`src/hdl/kvt_ram.sv`:
```
// Generic simple dual-port RAM: one write port, one registered read port.
// No dependencies.
module kvt_ram #(
   parameter int WIDTH = 8,
   parameter int DEPTH = 64
) (
   input  logic                     clock,
   input  logic                     wr_en,
   input  logic [$clog2(DEPTH)-1:0] wr_addr,
   input  logic [WIDTH-1:0]         wr_data,
   input  logic [$clog2(DEPTH)-1:0] rd_addr,
   output logic [WIDTH-1:0]         rd_data
);

   logic [WIDTH-1:0] mem [DEPTH];
   logic [WIDTH-1:0] rd_data_ff;

   always_ff @(posedge clock) begin
      if (wr_en) begin
         mem[wr_addr] <= wr_data;
      end
      rd_data_ff <= mem[rd_addr];
   end

   assign rd_data = rd_data_ff;

endmodule

```
`config.mk`:
```
export PLATFORM = sky130hd
export DESIGN_NAME = kvt_ram
export DESIGN_NICKNAME = d
export VERILOG_FILES = /design/src/hdl/kvt_ram.sv
export SDC_FILE = /design/constraint.sdc
export NUM_CORES = 1
export LEC_CHECK = 0
export ABC_CLOCK_PERIOD_IN_PS = 4700
export BUFFER_PORTS_ARGS = -buffer_cell sky130_fd_sc_hd__buf_2
export CAP_MARGIN = 20
export CORE_MARGIN = 2
export CORE_UTILIZATION = 65
export CTS_CLUSTER_DIAMETER = 120
export DETAILED_ROUTE_END_ITERATION = 12
export GPL_ROUTABILITY_DRIVEN = 0
export GPL_TIMING_DRIVEN = 0
export PLACE_DENSITY = 0.82
export SYNTH_ARGS = -nofsm -noshare
export SYNTH_HDL_FRONTEND = slang
export SYNTH_SLANG_ARGS = --single-unit
```
`constraint.sdc`:
```
create_clock -name clock -period 4.7 [get_ports clock]
set_input_delay 0.47 -clock clock [delete_from_list [all_inputs] [get_ports clock]]
set_output_delay 0.47 -clock clock [all_outputs]
set_load 0.005 [all_outputs]
```
==> flow_metrics.env, run 1 <==
export IMPL_worst_slew_pin_slew_ns=1.05
export IMPL_syn_area_per_cell_um2=21.5
export IMPL_antenna_found_initial=0
export IMPL_worst_ir_drop_vdd_v=0.000369
export IMPL_p_per_area_mw_per_mm2=425
export IMPL_synthTopCellsByArea="edfxtp_1 76%, mux4_2 14%, nor2_1 1.5%, mux2i_1 1.1%, dfxtp_1 0.79%"
export IMPL_synth_edf_count=512
export IMPL_clock_latency_ns=0.56
export IMPL_grt_usage_pct=30.8
export IMPL_status="complete, no violations"
export IMPL_die_area_mm2=0.0325
export IMPL_area_delta_synth_final_pct=11.7
export IMPL_dp_cells=1359
export IMPL_vias_per_cell=7.28
export IMPL_synth_top_area_cell="edfxtp_1"
export IMPL_final_cell_mix="512 x edfxtp_1, 126 x mux4_2, 83 x nor2_1"
export IMPL_ys_async_sr_fraction_pct=0
export IMPL_setup_tns_ns=0
export IMPL_synth_top_cell_area_share_pct=76.2
export IMPL_finalHoldViolCount=0
export IMPL_ys_warn_count=0
export IMPL_synthCells=940
export IMPL_filler_cell_count=1631
export IMPL_clock_sinks=520
export IMPL_cap_viol_max_count=0
export IMPL_hold_ws_ns=0.322
export IMPL_path_clk_slew_ns=0.06
export IMPL_vias=10600
export IMPL_r2r_start="mem[2][5]$_DFFE_PP_"
export IMPL_ios=30
export IMPL_grt_pass1_wl_um=71700
export IMPL_wl_per_cell_um=34.1
export IMPL_grt_pass1_vias=10600
export IMPL_drive_above_1_share_pct=25.9
export IMPL_synth_xor_area_share_pct=0
export IMPL_power_leakage_nw=7.07
export IMPL_whs_endpoint="mem[52][7]$_DFFE_PP_"
export IMPL_critPathKind="primary input to flop"
export IMPL_grt_max_degree=65
export IMPL_final_period_minus_worst_setup_slack_ns=2.90
export IMPL_synth_seq_area_share_pct=77.0
export IMPL_yosys_area_share_simple_pct=3.39
export IMPL_skew_ns=0.0136
export IMPL_drt_iter0_drc=1914
export IMPL_layout_commonest_cell="edfxtp_1"
export IMPL_required_ns=5.07
export IMPL_cts_resized=0
export IMPL_ctsLongestPathBuffers=3
export IMPL_dr_pass1_iters=10
export IMPL_cts_htree_levels=2
export IMPL_period_share_pct=61.7
export IMPL_ant_nets=0
export IMPL_row_count=64
export IMPL_setup_violations=0
export IMPL_r2r_end="rd_data[5]$_DFF_P_"
export IMPL_synth_cell_types=40
export IMPL_synth_seq_cells=520
export IMPL_slew_viol_final=0
export IMPL_final_nets=1044
export IMPL_coreArea_mm2=0.0306
export IMPL_die_h_um=180
export IMPL_dp_hpwl_um=28800
export IMPL_ys_flop_type="edfxtp_1"
export IMPL_routed_wl_um=49700
export IMPL_hold_class="primary input to flop"
export IMPL_ff2ff_path_depth=4
export IMPL_numCtsBuffers=49
export IMPL_hold_buffers=0
export IMPL_syn_cell_area_mm2=0.0202
export IMPL_syn_num_nets=962
export IMPL_fin_util_pct=73.6
export IMPL_post_cts_buffers=0
export IMPL_drcViolationCount=0
export IMPL_min_from="wr_data[7]"
export IMPL_synth_top_family_by_area="multiplexers"
export IMPL_endpoint_kind="flop"
export IMPL_synth_compound_area_share_pct=2.07
export IMPL_fp_dieW_um=180
export IMPL_crit_path_start_kind="primary input"
export IMPL_fin_cells=1457
export IMPL_cts_root_buf="clkbuf_16"
export IMPL_r2r_slack_ns=2.22
export IMPL_min_path_cells=1
export IMPL_cp_max_fo=10
export IMPL_port_buffer_count=21
export IMPL_start_util_pct=65.9
export IMPL_synthMuxAreaShare_pct=15.9
export IMPL_finalPower_w=0.00958
export IMPL_synth_adder_area_share_pct=0
export IMPL_grt_ovfl_total=0
export IMPL_crit_arrival_ns=3.27
export IMPL_rsz0062_at_grt="no"
export IMPL_tritoncts="built"
export IMPL_fmax_ghz=0.345
export IMPL_slew_headroom_pct=29.8
[through the flow]
stage          worst slack (ns)  instance area, µm²
2_1_floorplan              2.56               20200
3_3_place_gp               1.51               20800
3_5_place_dp               1.46               20800
4_1_cts                    1.95               22400
5_1_grt                    1.73               22500
6_report                   1.80               22500
[power breakdown]
group | internal (W) | total (W) | switching (W) | leakage (nW)
combinational | 0.000194 | 0.000535 | 0.000341 | 1.62
sequential | 0.00513 | 0.00514 | 0.0000105 | 4.67
clock | 0.00223 | 0.00390 | 0.00167 | 0.781
[sequential cells by signal, indices dropped and copies added, names as in the netlist]
signal	cells
mem	512
rd_data	8
[worst max-delay path: stages]
cell and delay, ns:
buf_4 0.17, buf_2 0.51, buf_4 0.36, buf_2 0.44, nand3b_1 0.34, o22ai_1 0.17, o41ai_1 0.78
[cell families after synthesis]
logic type      after synthesis
simple gates                153
buf+inv                      51
mux                         162
flops                       520
compound gates               54
[synthesized netlist by cell type, types with 11 or more instances]
master and number:
nor2_1 83, nand2_1 19, clkbuf_1 17, edfxtp_1 512, buf_2 11, nor2b_1 14, nand3_1 13, mux2_2 13
buf_4 13, mux4_2 126, mux2i_1 23
[routing by layer]
metal  vias to the layer above  GRT usage (%)  part of all wire (%)  routed length, µm
li1                       4091              -                     -                  -
met1                      5358           44.6                    35              17500
met2                       985           45.6                    46              22800
met3                       173           8.43                    14               6920
met4                         0           12.6                   5.1               2520
met5                         -              0                     0                  0
[area by class of cell]
class                           instances  area [µm²]  share of cell area [%]
Multi-Input combinational cell        369        4320                    19.2
Clock inverter                         28         240                    1.07
Sequential cell                       520       15500                    69.0
Clock buffer                           61        1330                    5.92
Antenna cell                            1        2.50                  0.0111
Timing Repair Buffer                   31         278                    1.23
Tap cell                              396         495                    2.20
Buffer                                 51         317                    1.41
[worst max path at each step]
| stage | from | to | slack [ns] | depth (start not counted) |
|---|---|---|---|---|
| 4_1_cts | rd_addr[1] | rd_data[6]$_DFF_P_ | 1.95 | 8 |
| 3_3_place_gp | rd_addr[2] | rd_data[3]$_DFF_P_ | 1.51 | 7 |
| 3_5_place_dp | rd_addr[2] | rd_data[5]$_DFF_P_ | 1.46 | 7 |
| 5_1_grt | rd_addr[1] | rd_data[5]$_DFF_P_ | 1.73 | 7 |
| 6_report | rd_addr[1] | rd_data[5]$_DFF_P_ | 1.80 | 7 |
| 2_1_floorplan | rd_addr[1] | rd_data[3]$_DFF_P_ | 2.56 | 7 |
Power figures use the tool's default switching activity.
==> inputs of run 2 (changes only) <==
- ABC_CLOCK_PERIOD_IN_PS: 4700 -> 3000
- CORE_UTILIZATION: 65 -> 62
- PLACE_DENSITY: 0.82 -> 0.79
- clock period: 4.7 -> 3 ns (I/O delays scaled with it)
==> run 2 against run 1 <==
Effect of this change: first-iteration DRC count shrank 15%; critical path type unchanged; routed wire length is 5.8% lower; flip-flop and latch count is the same; combinational power increased by 54%; global-route usage shrank 2.5 points; register-to-register slack worse by 1.4 ns; sequential power up 57%.
==> flow_metrics.env, run 2 (synthesized netlist as in run 1, its figures left out) <==
export IMPL_coreArea_mm2=0.0323
export IMPL_setup_violations=0
export IMPL_status="complete, no violations"
export IMPL_wl_per_cell_um=31.0
export IMPL_path_common_cell="buf_2"
export IMPL_finalHoldViolCount=0
export IMPL_dp_cells=1405
export IMPL_p_per_area_mw_per_mm2=676
export IMPL_max_stage_delay_ns=0.68
export IMPL_dr_pass1_iters=5
export IMPL_endpoint_kind="flop"
export IMPL_final_cell_mix="512 x edfxtp_1, 126 x mux4_2, 83 x nor2_1"
export IMPL_cts_root_buf="clkbuf_16"
export IMPL_numCtsBuffers=50
export IMPL_cap_viol_max_count=0
export IMPL_ios=30
export IMPL_fmax_ghz=0.374
export IMPL_slew_headroom_pct=33.8
export IMPL_grt_pass1_wl_um=67300
export IMPL_area_delta_synth_final_pct=12.6
export IMPL_vias=10200
export IMPL_clock_sinks=520
export IMPL_drt_iter0_drc=1635
export IMPL_routed_wl_um=46800
export IMPL_critPathKind="primary input to flop"
export IMPL_worst_ir_drop_vdd_v=0.000453
export IMPL_fin_cells=1508
export IMPL_dp_hpwl_um=28700
export IMPL_ant_nets=0
export IMPL_hold_buffers=0
export IMPL_finalInstanceArea_mm2=0.0227
export IMPL_vias_per_cell=6.79
export IMPL_slowest_stage="clkbuf_1"
export IMPL_power_leakage_nw=7.13
export IMPL_antenna_found_initial=4
export IMPL_worst_slew_pin_slew_ns=0.989
export IMPL_timing_final_ws_setup_ns=0.324
export IMPL_cts_htree_levels=2
export IMPL_die_area_mm2=0.0340
export IMPL_drcViolationCount=0
export IMPL_clock_latency_ns=0.57
export IMPL_tritoncts="built"
export IMPL_final_nets=1045
export IMPL_hold_class="primary input to flop"
export IMPL_start_util_pct=62.5
export IMPL_layout_commonest_cell="edfxtp_1"
export IMPL_path_clk_slew_ns=0.06
export IMPL_crit_path_start_kind="primary input"
export IMPL_final_period_minus_worst_setup_slack_ns=2.68
export IMPL_die_h_um=184
export IMPL_port_buffer_count=21
export IMPL_fin_util_pct=70.3
export IMPL_ctsLongestPathBuffers=3
export IMPL_skew_ns=0.0193
export IMPL_slew_viol_final=0
export IMPL_critical_path_cell_chain="buf_2 -> buf_4 -> clkbuf_1 -> buf_2 -> o221ai_1 -> o21a_1 -> o41ai_1"
export IMPL_row_count=66
export IMPL_period_share_pct=89.2
export IMPL_required_ns=3.38
export IMPL_crit_arrival_ns=3.05
export IMPL_grt_ovfl_total=0
export IMPL_cp_top_family="buffers and inverters"
export IMPL_setup_tns_ns=0
export IMPL_rsz0062_at_grt="no"
export IMPL_grt_pass1_vias=10200
export IMPL_place_ws_ns=-0.113
export IMPL_fp_dieW_um=184
export IMPL_top_register="mem"
export IMPL_cts_resized=0
export IMPL_largest_reg_flops=512
export IMPL_grt_usage_pct=28.3
export IMPL_drive_above_1_share_pct=26.3
export IMPL_cp_max_fo=10
export IMPL_post_cts_buffers=0
export IMPL_grt_max_degree=65
export IMPL_crit_buf_inv=4
export IMPL_post_dp_cell_area_mm2=0.0208
[run 2: cell count changes in the layout (fill, tap and decap cells not counted), sizes merged]
cell / previous run / this run
diode: 1 / 5
clkinv: 22 / 19
inv: 1 / 2
bufinv: 4 / 7
[run 2: path summary, 6_finish.rpt]
kind	from	endpoint	slack, ns	cells after the start
max	rd_addr[2]	rd_data[3]$_DFF_P_	0.32	7
min	wr_data[7]	mem[54][7]$_DFFE_PP_	0.08	1
max reg2reg	mem[3][3]$_DFFE_PP_	rd_data[3]$_DFF_P_	0.81	4
min reg2reg	mem[2][7]$_DFFE_PP_	rd_data[7]$_DFF_P_	0.99	4
[run 2: layout make-up]
type | instances | area, µm²
sequential | 520 | 15500
fill | 1862 | 9590
multi-input combinational | 369 | 4320
clock buffer | 61 | 1360
tap | 442 | 553
clock inverter | 29 | 327
buffer | 51 | 317
timing repair buffer | 31 | 288
antenna | 5 | 12.5
[run 2: per-stage QoR]
step,hold slack [ns],total power [W]
3_5_place_dp,0.682,0.00899
6_report,0.0752,0.0154
2_1_floorplan,0.399,0.00864
4_1_cts,0.129,0.0153
3_3_place_gp,0.678,0.00896
5_1_grt,0.0824,0.0157
[run 2: power breakdown]
group / leakage [nW] / internal (W) / switching, W
Sequential: 4.67 / 0.00804 / 0.0000145
Clock: 0.835 / 0.00382 / 0.00265
Combinational: 1.62 / 0.000305 / 0.000520
[run 2: metal layers]
layer	share of wire (%)	GRT usage [%]	wire length, µm	up-vias
met1	37	40.2	17300	5239
met5	0	0	0	-
met4	4.3	11.0	2020	0
met2	47	43.0	21900	760
met3	12	7.43	5560	142
li1	-	-	-	4095
==> inputs of run 3 (changes only) <==
- ABC_CLOCK_PERIOD_IN_PS: 3000 -> 2400
- CORE_UTILIZATION: 62 -> 56
- PLACE_DENSITY: 0.79 -> 0.75
- clock period: 3 -> 2.4 ns (I/O delays scaled with it)
==> run 3 against run 2 <==
Effect of this change: clock skew shrank 0.0020 ns; worst hold slack lost 0.065 ns; utilization shrank 6.8 points; sequential power grew 25%; routed wire length shrank 2.0%; final cell count grew 0.73%; critical path type unchanged; clock power grew 13%; via count shrank 2.2%.
==> flow_metrics.env, run 3 (synthesized netlist as in run 1, its figures left out) <==
export IMPL_crit_arrival_ns=2.73
export IMPL_largest_reg_flops=512
export IMPL_finalInstanceArea_mm2=0.0225
export IMPL_vias=10000
export IMPL_worst_ir_drop_vdd_v=0.000566
export IMPL_grt_pass1_vias=9826
export IMPL_post_cts_buffers=0
export IMPL_numCtsBuffers=48
export IMPL_r2r_slack_ns=0.19
export IMPL_dp_cells=1424
export IMPL_met3_usage_pct=5.44
export IMPL_met2_usage_pct=37.7
export IMPL_status="complete, no violations"
export IMPL_slew_headroom_pct=35.8
export IMPL_area_delta_synth_final_pct=11.7
export IMPL_cp_num_cells=8
export IMPL_ant_nets=0
export IMPL_critPathKind="primary input to flop"
export IMPL_layout_commonest_cell="edfxtp_1"
export IMPL_place_ws_ns=-0.675
export IMPL_cap_viol_max_count=0
export IMPL_ctsLongestPathBuffers=3
export IMPL_start_util_pct=56.8
export IMPL_rsz0062_at_grt="no"
export IMPL_final_cell_mix="512 x edfxtp_1, 126 x mux4_2, 83 x nor2_1"
export IMPL_path_clk_slew_ns=0.06
export IMPL_wl_per_cell_um=30.2
export IMPL_antenna_found_initial=5
export IMPL_crit_buf_inv=4
export IMPL_cp_top_family="buffers and inverters"
export IMPL_ios=30
export IMPL_port_buffer_count=21
export IMPL_ff2ff_path_depth=4
export IMPL_post_dp_cell_area_mm2=0.0209
export IMPL_vias_per_cell=6.59
export IMPL_die_h_um=194
export IMPL_p_per_area_mw_per_mm2=816
export IMPL_cp_max_fo=10
export IMPL_setup_violations=0
export IMPL_drcViolationCount=0
export IMPL_grt_pass1_wl_um=66900
export IMPL_grt_use_met1_pct=36.6
export IMPL_grt_usage_pct=24.8
export IMPL_grt_ovfl_total=0
export IMPL_dp_hpwl_um=28500
export IMPL_min_path_cells=1
export IMPL_final_nets=1042
export IMPL_worst_slew_pin_slew_ns=0.960
export IMPL_endpoint_kind="flop"
export IMPL_clock_latency_ns=0.57
export IMPL_finalPower_w=0.0184
export IMPL_slowest_stage="o32ai_1"
export IMPL_fp_dieW_um=194
export IMPL_timing_final_ws_setup_ns=0.0714
export IMPL_routed_wl_um=45900
export IMPL_drive_above_1_share_pct=25.5
export IMPL_skew_ns=0.0173
export IMPL_coreArea_mm2=0.0355
export IMPL_grt_max_degree=65
export IMPL_critical_path_cell_chain="buf_4 -> buf_2 -> buf_4 -> buf_2 -> nor2_1 -> nor4_1 -> nor3_1 -> o32ai_1"
export IMPL_row_count=69
export IMPL_filler_cell_count=2284
export IMPL_cts_root_buf="clkbuf_16"
export IMPL_die_area_mm2=0.0375
export IMPL_fin_cells=1519
export IMPL_drt_iter0_drc=1483
export IMPL_crit_path_start_kind="primary input"
export IMPL_final_period_minus_worst_setup_slack_ns=2.33
export IMPL_fmax_ghz=0.429
export IMPL_power_leakage_nw=7.03
export IMPL_grt_busiest_layer="met2"
export IMPL_period_share_pct=97.0
export IMPL_tritoncts="built"
export IMPL_clock_sinks=520
export IMPL_required_ns=2.80
export IMPL_cts_htree_levels=2
export IMPL_slew_viol_final=0
export IMPL_dr_pass1_iters=6
export IMPL_hold_ws_ns=0.0104
export IMPL_hold_class="primary input to flop"
export IMPL_max_stage_delay_ns=0.52
export IMPL_finalHoldViolCount=0
export IMPL_top_register="mem"
run 3: where the power goes:
part | internal, W | total [W] | leakage, nW | switching [W]
sequential | 0.0100 | 0.0101 | 4.67 | 0.0000179
clock | 0.00412 | 0.00730 | 0.731 | 0.00319
combinational | 0.000381 | 0.00101 | 1.62 | 0.000631
total | 0.0145 | 0.0184 | 7.03 | 0.00384
run 3: routing by layer:
layer | share of wire (%) | wire length [µm]
met4 | 3.3 | 1540
met5 | 0.050 | 23
met2 | 46 | 21200
met1 | 40 | 18200
met3 | 11 | 4960
run 3: metrics by stage:
| stage | utilization [%] | TNS [ns] |
|---|---|---|
| finish | 63.5 | 0 |
| global route | 63.5 | 0 |
| CTS | 63.0 | 0 |
| detailed placement | 58.8 | -8.77 |
| global placement | 58.8 | -6.59 |
| floorplan | - | 0 |
run 3: path summary, 6_finish.rpt:
check	from	to
hold reg to reg	mem[22][1]$_DFFE_PP_	rd_data[1]$_DFF_P_
setup reg to reg	mem[0][5]$_DFFE_PP_	rd_data[5]$_DFF_P_
hold / removal	wr_data[3]	mem[14][3]$_DFFE_PP_
setup / recovery	rd_addr[1]	rd_data[6]$_DFF_P_
run 3: repair_timing:
item | in CTS | in global routing
endpoints found under the setup margin | 2 | 2
hold endpoints to repair | 0 | 5
hold buffers | 0 | 1
resized for setup | 0 | 1
run 3: final cells by class:
| cell class | instances | area [µm²] | area share, % |
|---|---|---|---|
| Tap cell | 461 | 577 | 2.56 |
| Antenna cell | 2 | 5.00 | 0.0222 |
| Clock inverter | 19 | 146 | 0.650 |
| Timing Repair Buffer | 32 | 290 | 1.29 |
| Sequential cell | 520 | 15500 | 69.0 |
| Multi-Input combinational cell | 369 | 4320 | 19.2 |
| Buffer | 49 | 309 | 1.37 |
| Clock buffer | 67 | 1340 | 5.97 |
run 3: worst register-to-register path, delay by kind of cell, from the launching register on:
| kind | cells | cell delay [ns] |
|---|---|---|
| AO/OA/AOI/OAI | 2 | 1.04 |
| flip-flops | 1 | 0.37 |
| multiplexers | 1 | 0.47 |
| AND/OR/NAND/NOR | 1 | 0.16 |
